--- config.mk ---
export PLATFORM = sky130hd
export DESIGN_NAME = sorted_table_linear_interpolator_top
export DESIGN_NICKNAME = d
export VERILOG_FILES = /design/src/design/stli_pkg.sv /design/src/design/stli_cell.sv /design/src/design/sorted_table_linear_interpolator_top.sv
export SDC_FILE = /design/constraint.sdc
export NUM_CORES = 2
export LEC_CHECK = 0
export BUFFER_PORTS_ARGS = -buffer_cell sky130_fd_sc_hd__buf_2
export CORE_MARGIN = 2
export CORE_UTILIZATION = 40
export DETAILED_ROUTE_END_ITERATION = 16
export SYNTH_ARGS = -nofsm -noshare
export SYNTH_HDL_FRONTEND = slang
export SYNTH_HIERARCHICAL = 1
export SYNTH_SLANG_ARGS = --single-unit
--- constraint.sdc ---
create_clock -name clk -period 10.1 [get_ports clk]
set_clock_uncertainty 0.05 [all_clocks]
set_input_delay 0.505 -clock clk [delete_from_list [all_inputs] [get_ports clk]]
set_output_delay 0.505 -clock clk [all_outputs]
set_load 0.1 [all_outputs]
--- src/design/stli_pkg.sv ---
// ----------------------------------------------------------------------------
// stli_pkg
// Shared codes and types for the sorted table linear interpolator: command
// and status codes, the insert broadcast and the query token of the cell row.
// ----------------------------------------------------------------------------
package stli_pkg;

    localparam int FIELD_W = 16;

    localparam logic [1:0] CMD_CLEAR  = 2'd0;
    localparam logic [1:0] CMD_INSERT = 2'd1;
    localparam logic [1:0] CMD_QUERY  = 2'd2;
    localparam logic [1:0] CMD_NOP    = 2'd3;

    localparam logic [1:0] ST_OK    = 2'd0;
    localparam logic [1:0] ST_RANGE = 2'd1;
    localparam logic [1:0] ST_FULL  = 2'd2;

    // Point broadcast to every cell during an insert.
    typedef struct packed {
        logic                       en;
        logic signed [FIELD_W-1:0]  angle;
        logic signed [FIELD_W-1:0]  lift;
    } ins_t;

    // Query token handed from cell to cell.
    typedef struct packed {
        logic signed [FIELD_W-1:0]  q;
        logic                       done;
        logic                       match;
        logic                       has_prev;
        logic signed [FIELD_W-1:0]  a_lo;
        logic signed [FIELD_W-1:0]  l_lo;
        logic signed [FIELD_W-1:0]  a_hi;
        logic signed [FIELD_W-1:0]  l_hi;
    } tok_t;

endpackage

--- src/design/stli_cell.sv ---
// ----------------------------------------------------------------------------
// stli_cell
// One table slot: holds a point, takes part in the sorted shift-insert and
// advances the query token by one slot per cycle.
// ----------------------------------------------------------------------------
module stli_cell (
    input  logic                               clk,
    input  logic                               valid,
    input  logic                               left_le,
    input  logic signed [stli_pkg::FIELD_W-1:0] left_angle,
    input  logic signed [stli_pkg::FIELD_W-1:0] left_lift,
    input  stli_pkg::ins_t                     ins,
    input  stli_pkg::tok_t                     tok_in,
    output logic                               le,
    output logic signed [stli_pkg::FIELD_W-1:0] angle,
    output logic signed [stli_pkg::FIELD_W-1:0] lift,
    output stli_pkg::tok_t                     tok_out
);
    import stli_pkg::*;

    logic signed [FIELD_W-1:0] angle_reg;
    logic signed [FIELD_W-1:0] lift_reg;
    logic signed [FIELD_W-1:0] angle_next;
    logic signed [FIELD_W-1:0] lift_next;
    tok_t                      tok_reg;
    tok_t                      tok_next;

    // Cells whose angle is not above the new one form a prefix; they hold.
    assign le = valid && (angle_reg <= ins.angle);

    always_comb
    begin
        angle_next = angle_reg;
        lift_next  = lift_reg;
        if (ins.en && !le)
        begin
            if (left_le)
            begin
                angle_next = ins.angle;
                lift_next  = ins.lift;
            end
            else
            begin
                angle_next = left_angle;
                lift_next  = left_lift;
            end
        end
    end

    always_comb
    begin
        tok_next = tok_in;
        if (!tok_in.done && valid)
        begin
            if (angle_reg == tok_in.q)
            begin
                tok_next.done  = 1'b1;
                tok_next.match = 1'b1;
                tok_next.l_lo  = lift_reg;
            end
            else if (angle_reg > tok_in.q)
            begin
                tok_next.done = 1'b1;
                tok_next.a_hi = angle_reg;
                tok_next.l_hi = lift_reg;
            end
            else
            begin
                tok_next.has_prev = 1'b1;
                tok_next.a_lo     = angle_reg;
                tok_next.l_lo     = lift_reg;
            end
        end
    end

    always_ff @(posedge clk)
    begin
        angle_reg <= angle_next;
        lift_reg  <= lift_next;
        tok_reg   <= tok_next;
    end

    assign angle   = angle_reg;
    assign lift    = lift_reg;
    assign tok_out = tok_reg;

endmodule

--- src/design/sorted_table_linear_interpolator_top.sv ---
// ----------------------------------------------------------------------------
// sorted_table_linear_interpolator_top
// Sorted angle/lift table with clear, insert and interpolating query.
// ----------------------------------------------------------------------------
// Usage: one item in (command, angle, lift_value) gives one item out
// (status, lift_result, entry_total). Both channels move an item at a clock
// edge where valid is high and stall is low.
// Clear, insert and no-op items finish in the accept cycle: the result item
// is registered and valid in the next cycle, so they can follow back to
// back. A query token walks the row of TABLE_DEPTH cells, one cell per
// cycle; then the product is formed, the magnitude is prepared and a
// restoring divider works out the quotient one bit at a time. An exact
// match or an out-of-range query skips the divide. One item is in work at a
// time. Reset empties the table and the output register. Stored points are
// not cleared; only slots below the point count take part in any lookup.
// When the receiver stalls, the result item holds in the output register and
// the next item is not taken until that register frees up.
// ----------------------------------------------------------------------------
module sorted_table_linear_interpolator_top #(
    parameter int TABLE_DEPTH = 16
) (
    input  logic                                clk,
    input  logic                                rst_n,
    input  logic                                in_valid,
    output logic                                in_stall,
    input  logic [1:0]                          command,
    input  logic signed [stli_pkg::FIELD_W-1:0] angle,
    input  logic signed [stli_pkg::FIELD_W-1:0] lift_value,
    output logic                                out_valid,
    input  logic                                out_stall,
    output logic [1:0]                          status,
    output logic signed [stli_pkg::FIELD_W-1:0] lift_result,
    output logic [4:0]                          entry_total
);
    import stli_pkg::*;

    localparam int CNT_W  = $clog2(TABLE_DEPTH + 1);
    localparam int WALK_W = $clog2(TABLE_DEPTH);
    localparam int DIV_W  = $clog2(FIELD_W);

    localparam logic [2:0] S_IDLE = 3'd0;
    localparam logic [2:0] S_WALK = 3'd1;
    localparam logic [2:0] S_MUL  = 3'd2;
    localparam logic [2:0] S_PREP = 3'd3;
    localparam logic [2:0] S_DIV  = 3'd4;
    localparam logic [2:0] S_FIN  = 3'd5;

    logic [2:0]                state_reg;
    logic [2:0]                state_next;
    logic [CNT_W-1:0]          count_reg;
    logic [CNT_W-1:0]          count_next;
    logic [WALK_W-1:0]         walk_reg;
    logic [WALK_W-1:0]         walk_next;
    logic [DIV_W-1:0]          step_reg;
    logic [DIV_W-1:0]          step_next;
    logic signed [FIELD_W-1:0] q_reg;
    logic signed [33:0]        prod_reg;
    logic [FIELD_W-1:0]        den_reg;
    logic [FIELD_W-1:0]        rem_reg;
    logic [FIELD_W-1:0]        quo_reg;
    logic                      neg_reg;
    logic signed [FIELD_W-1:0] base_reg;
    logic [1:0]                res_st_reg;

    logic                      out_valid_reg;
    logic [1:0]                status_reg;
    logic signed [FIELD_W-1:0] lift_reg;
    logic [4:0]                total_reg;

    logic                      in_acc;
    logic                      out_free;
    logic                      full;
    ins_t                      ins;
    tok_t                      tok_head;
    tok_t                      tok_end;

    tok_t                      tok [0:TABLE_DEPTH];
    logic                      le_chain [0:TABLE_DEPTH];
    logic signed [FIELD_W-1:0] ang_chain [0:TABLE_DEPTH];
    logic signed [FIELD_W-1:0] lift_chain [0:TABLE_DEPTH];
    logic [TABLE_DEPTH-1:0]    slot_valid;

    logic signed [16:0]        dq;
    logic signed [16:0]        dl;
    logic signed [16:0]        dden;
    logic signed [33:0]        prod_w;
    logic [33:0]               mag;
    logic [16:0]               trial;
    logic [16:0]               shifted;
    logic [FIELD_W-1:0]        quo_signed;

    assign out_free = !out_valid_reg || !out_stall;
    assign in_stall = !((state_reg == S_IDLE) && out_free);
    assign in_acc   = in_valid && !in_stall;
    assign full     = (count_reg == CNT_W'(TABLE_DEPTH));

    assign ins.en    = in_acc && (command == CMD_INSERT) && !full;
    assign ins.angle = angle;
    assign ins.lift  = lift_value;

    always_comb
    begin
        tok_head          = '0;
        tok_head.q        = q_reg;
    end

    // Left edge of the row: the new point lands in slot 0 when nothing is below.
    assign tok[0]        = tok_head;
    assign le_chain[0]   = 1'b1;
    assign ang_chain[0]  = angle;
    assign lift_chain[0] = lift_value;

    genvar gi;
    generate
        for (gi = 0; gi < TABLE_DEPTH; gi++)
        begin : g_cell
            assign slot_valid[gi] = (CNT_W'(gi) < count_reg);

            stli_cell u_cell (
                .clk        (clk),
                .valid      (slot_valid[gi]),
                .left_le    (le_chain[gi]),
                .left_angle (ang_chain[gi]),
                .left_lift  (lift_chain[gi]),
                .ins        (ins),
                .tok_in     (tok[gi]),
                .le         (le_chain[gi+1]),
                .angle      (ang_chain[gi+1]),
                .lift       (lift_chain[gi+1]),
                .tok_out    (tok[gi+1])
            );
        end
    endgenerate

    assign tok_end = tok[TABLE_DEPTH];

    // Bracket arithmetic: all differences are positive except the lift step.
    assign dq     = {tok_end.q[FIELD_W-1], tok_end.q}
                  - {tok_end.a_lo[FIELD_W-1], tok_end.a_lo};
    assign dl     = {tok_end.l_hi[FIELD_W-1], tok_end.l_hi}
                  - {tok_end.l_lo[FIELD_W-1], tok_end.l_lo};
    assign dden   = {tok_end.a_hi[FIELD_W-1], tok_end.a_hi}
                  - {tok_end.a_lo[FIELD_W-1], tok_end.a_lo};
    assign prod_w = dq * dl;

    assign mag        = prod_reg[33] ? 34'(-prod_reg) : 34'(prod_reg);
    assign shifted    = {rem_reg, quo_reg[FIELD_W-1]};
    assign trial      = shifted - {1'b0, den_reg};
    assign quo_signed = neg_reg ? FIELD_W'(-quo_reg) : quo_reg;

    always_comb
    begin
        state_next = state_reg;
        count_next = count_reg;
        walk_next  = walk_reg;
        step_next  = step_reg;
        unique case (state_reg)
            S_IDLE:
            begin
                if (in_acc)
                begin
                    if (command == CMD_CLEAR)
                    begin
                        count_next = '0;
                    end
                    else if (ins.en)
                    begin
                        count_next = count_reg + CNT_W'(1);
                    end
                    else if (command == CMD_QUERY)
                    begin
                        state_next = S_WALK;
                        walk_next  = '0;
                    end
                end
            end
            S_WALK:
            begin
                walk_next = walk_reg + WALK_W'(1);
                if (walk_reg == WALK_W'(TABLE_DEPTH - 1))
                begin
                    state_next = S_MUL;
                end
            end
            S_MUL:
            begin
                if (tok_end.done && !tok_end.match && tok_end.has_prev)
                begin
                    state_next = S_PREP;
                end
                else
                begin
                    state_next = S_FIN;
                end
            end
            S_PREP:
            begin
                state_next = S_DIV;
                step_next  = '0;
            end
            S_DIV:
            begin
                step_next = step_reg + DIV_W'(1);
                if (step_reg == DIV_W'(FIELD_W - 1))
                begin
                    state_next = S_FIN;
                end
            end
            S_FIN:
            begin
                if (out_free)
                begin
                    state_next = S_IDLE;
                end
            end
            default:
            begin
                state_next = S_IDLE;
            end
        endcase
    end

    always_ff @(posedge clk or negedge rst_n)
    begin
        if (!rst_n)
        begin
            state_reg     <= S_IDLE;
            count_reg     <= '0;
            walk_reg      <= '0;
            step_reg      <= '0;
            out_valid_reg <= 1'b0;
        end
        else
        begin
            state_reg <= state_next;
            count_reg <= count_next;
            walk_reg  <= walk_next;
            step_reg  <= step_next;
            if ((in_acc && (command != CMD_QUERY)) || ((state_reg == S_FIN) && out_free))
            begin
                out_valid_reg <= 1'b1;
            end
            else if (!out_stall)
            begin
                out_valid_reg <= 1'b0;
            end
        end
    end

    // Datapath and output payload: no reset needed.
    always_ff @(posedge clk)
    begin
        if (in_acc)
        begin
            q_reg <= angle;
            if (command != CMD_QUERY)
            begin
                status_reg <= (command == CMD_INSERT && full) ? ST_FULL : ST_OK;
                lift_reg   <= '0;
                total_reg  <= 5'(count_next);
            end
        end

        unique case (state_reg)
            S_MUL:
            begin
                prod_reg <= prod_w;
                den_reg  <= dden[FIELD_W-1:0];
                quo_reg  <= '0;
                neg_reg  <= 1'b0;
                if (tok_end.done && (tok_end.match || tok_end.has_prev))
                begin
                    res_st_reg <= ST_OK;
                    base_reg   <= tok_end.l_lo;
                end
                else
                begin
                    res_st_reg <= ST_RANGE;
                    base_reg   <= '0;
                end
            end
            S_PREP:
            begin
                neg_reg <= prod_reg[33];
                rem_reg <= mag[31:16];
                quo_reg <= mag[15:0];
            end
            S_DIV:
            begin
                // Restoring step: shift in the next dividend bit, subtract if it fits.
                if (!trial[16])
                begin
                    rem_reg <= trial[FIELD_W-1:0];
                end
                else
                begin
                    rem_reg <= shifted[FIELD_W-1:0];
                end
                quo_reg <= {quo_reg[FIELD_W-2:0], !trial[16]};
            end
            S_FIN:
            begin
                if (out_free)
                begin
                    status_reg <= res_st_reg;
                    lift_reg   <= base_reg + quo_signed;
                    total_reg  <= 5'(count_reg);
                end
            end
            default:
            begin
            end
        endcase
    end

    assign out_valid   = out_valid_reg;
    assign status      = status_reg;
    assign lift_result = lift_reg;
    assign entry_total = total_reg;

    // The quotient must fit in 16 bits: high half of the dividend below the divisor.
    a_div_fits: assert property (@(posedge clk) disable iff (!rst_n)
        (state_reg == S_PREP) |-> (mag[31:16] < den_reg))
        else $error("divider quotient overflow");

    // A bracketing pair always has strictly increasing angles.
    a_den_pos: assert property (@(posedge clk) disable iff (!rst_n)
        ((state_reg == S_MUL) && tok_end.done && !tok_end.match && tok_end.has_prev)
        |-> (dden > 0))
        else $error("bracket angles not increasing");

    a_count_max: assert property (@(posedge clk) disable iff (!rst_n)
        ins.en |=> (count_reg <= CNT_W'(TABLE_DEPTH)) && (count_reg != '0))
        else $error("point count out of bounds after insert");

    a_query_walk: assert property (@(posedge clk) disable iff (!rst_n)
        (in_acc && (command == CMD_QUERY)) |=> (state_reg == S_WALK) && !out_valid_reg
        || (state_reg == S_WALK) && $past(out_valid_reg) && $past(out_stall))
        else $error("query did not start the walk");

    a_out_source: assert property (@(posedge clk) disable iff (!rst_n)
        $rose(out_valid_reg) |-> ($past(in_acc) || ($past(state_reg) == S_FIN)))
        else $error("result item without a source");

endmodule

==> results.md <==
Layout:
- The number of standard cells in the final layout excluding fillers is 11645.
- The final-layout fill cell count is 22554.
- The final layout net count is around 9200.
- The flip-flop count of the largest register after layout is 1328.
- The final standard cell area without fillers is 111200 um2.
- The most frequent standard cell in the layout excluding fill and tap cells is sky130_fd_sc_hd__dfxtp_1.
- The area growth from synthesis to layout is 11.52%.
- In the layout the commonest cells are sky130_fd_sc_hd__dfxtp_1 (1351), sky130_fd_sc_hd__mux2_2 (962), sky130_fd_sc_hd__inv_1 (960).
- The share of final-layout standard cells stronger than drive strength 1 is 26.02%.

Place:
- The sum of net half-perimeters after detailed placement is 175900 um.
- The pre-CTS setup slack is 1179 ps.
- The standard cell area after detailed placement is 104100 um2.
- Including well taps, the total number of placed cells is 11263.
- Buffers placed on the I/O ports in this run total 62.
- At the end of routability-driven placement, the weighted congestion stood at 0.9050.

Detailed routing:
- The wire length the detailed router placed on met1 is 99950 um.
- After the first detailed-routing iteration, the DRC count stood at 3052.
- The detail route stage leaves a number of antenna-violating nets equal to 0.
- Detailed routing placed a total of 111100 um of wire on met2.
- Detailed routing inserted a total of 56879 vias.
- The DRC violation count after routing is 0.
- The ratio of routed vias to standard cells is 4.884.
- For this block, the routed nets add up to 229100 um of wire.
- Dividing the detail-routed wire length by the instance count gives 19.67 um.
- The top routing layer in use is met4.
- The number of iterations in the first detailed-routing pass is 7.
- The total met3 wirelength after detailed routing is a little under 8000 um.

Timing:
- The highest clock frequency the design can meet is 110.1 MHz.
- The final setup violation count is 0.
- The slew of the pin with the lowest slew margin is about 1300 ps.
- Setup repair after global routing left no endpoint under its margin.
- The worst path setup slack after routing is 1019 ps.
- The sum of negative setup slack is 0 ps.
- The final number of hold-violating endpoints was 0.
- The worst-case headroom to the max-slew limit is 11.59%.
- The clock period could shrink to 9081 ps.
- The portion of the clock cycle consumed by the worst path in the final layout is 89.91%.
- The final-report max-slew violation count is 0.

Floorplan:
- In this run the vertical extent of the chip is 503.2 um.
- The number of placement rows is 183.
- The die is just over 500 um wide.
- The area of the core is between 200000 and 250000 um2.
- The count of pins on the block boundary is 63.
- For this configuration, the core starts out at a cell density of between 40% and 50%.
- The die covers 253200 um2.

Worst setup path:
- The worst setup path is captured at a register.
- The signal arrival time at the worst endpoint is 9590 ps.
- The most common cell type on the critical path is sky130_fd_sc_hd__fa_1.
- The critical setup path kind is register to register.
- The highest net fanout along the worst path is 15.
- The largest single stage delay on the critical path is 900 ps.
- The library cell contributing the largest single delay on the critical path is sky130_fd_sc_hd__fa_1.
- The worst setup path is launched from a register.
- For the worst setup path, the data required time is 10610 ps.
- The slack of the worst reg-to-reg path is 1020 ps.

GRT:
- The pin count of the biggest net entering global routing is 67.
- The via count of the first global-routing pass is 60833.
- The initial antenna violation count came to 3.
- The overflow left after global routing is 0.
- The first-pass GRT wire length is 357000 um.
- Global routing used 18.04% of the available tracks across all layers.

Clock network:
- The clock net in this run drives a total of approximately 2000 sinks.
- The deepest clock path buffer count is 3.
- After clock tree synthesis, the clock-pin slew on the worst setup and hold paths is 70 ps.
- In this run the post-CTS setup repair buffer count came out at 0.
- The post-cts resize count is 0.
- In this run the clock root is driven by a sky130_fd_sc_hd__clkbuf_16.
- TritonCTS built the clock tree.
- The clock reaches the later pin of the worst-skew pair after 860 ps.
- In this run the number of H-tree levels came out at 4.
- For this design, the CTS-stage hold fixing added 4 buffers.
- Clock tree synthesis inserted a total of between 150 and 200 buffers.

Yosys:
- The mean instance size in the synthesized netlist is between 10 and 15 um2.
- The total standard cell area after synthesis is 99670 um2.
- Counting every instance in the synthesized netlist gives 7913.
- Yosys printed 6 warnings.

Min path:
- The worst hold path class is primary input to async pin.

Status:
- The run finished with clean final reports.

Run:
- The number of violations of the max-capacitance limit is 0.
routing by layer:
metal / global-route usage, % / vias up
met5: 0 / -
met4: 7.969 / 0
met3: 2.316 / 444
met2: 31.31 / 1084
met1: 22.35 / 27480
li1: - / 27871
through the flow:
stage	hold WS (ps)	utilization, %
finish	72.36	44.78
global route	73.60	44.78
CTS	26.61	44.78
detailed placement	286.3	41.94
global placement	289.9	41.94
floorplan	159.4	-
worst max-delay path, delay by kind of cell, from the launching register on:
kind / cells / cell delay [ps]
fa+ha+maj: 9 / 4590
buf+inv: 4 / 230
xor+xnor: 1 / 90
simple gates: 5 / 990
flops: 1 / 330
compound gates: 9 / 2490
final cells by class:
cell class | count | area, um2 | area share (%)
Multi-Input combinational cell | 4822 | 49000 | 44.08
Sequential cell | 1995 | 46300 | 41.65
Clock buffer | 274 | 5660 | 5.092
Tap cell | 3330 | 4167 | 3.748
Inverter | 960 | 3603 | 3.242
Clock inverter | 102 | 1365 | 1.228
Timing Repair Buffer | 160 | 1056 | 0.9500
Antenna cell | 2 | 5.005 | 0.004502
final timing paths:
kind	startpoint	end	cells after the start
worst max-delay path	g_cell[15].u_cell/tok_out[48]	prod_reg[33]	28
worst min-delay path	rst_n	state_reg[0]	2
max in group asynchronous	rst_n	count_reg[1]	2
min in group clk	angle[3]	q_reg[3]	2
worst max register to register	g_cell[15].u_cell/tok_out[48]	prod_reg[33]	28
worst min register to register	g_cell[13].u_cell/tok_out[81]	g_cell[14].u_cell/tok_out[81]	0
Power is not shown: default switching activity piles up to over one toggle a cycle in this logic, so the estimate is an artifact.
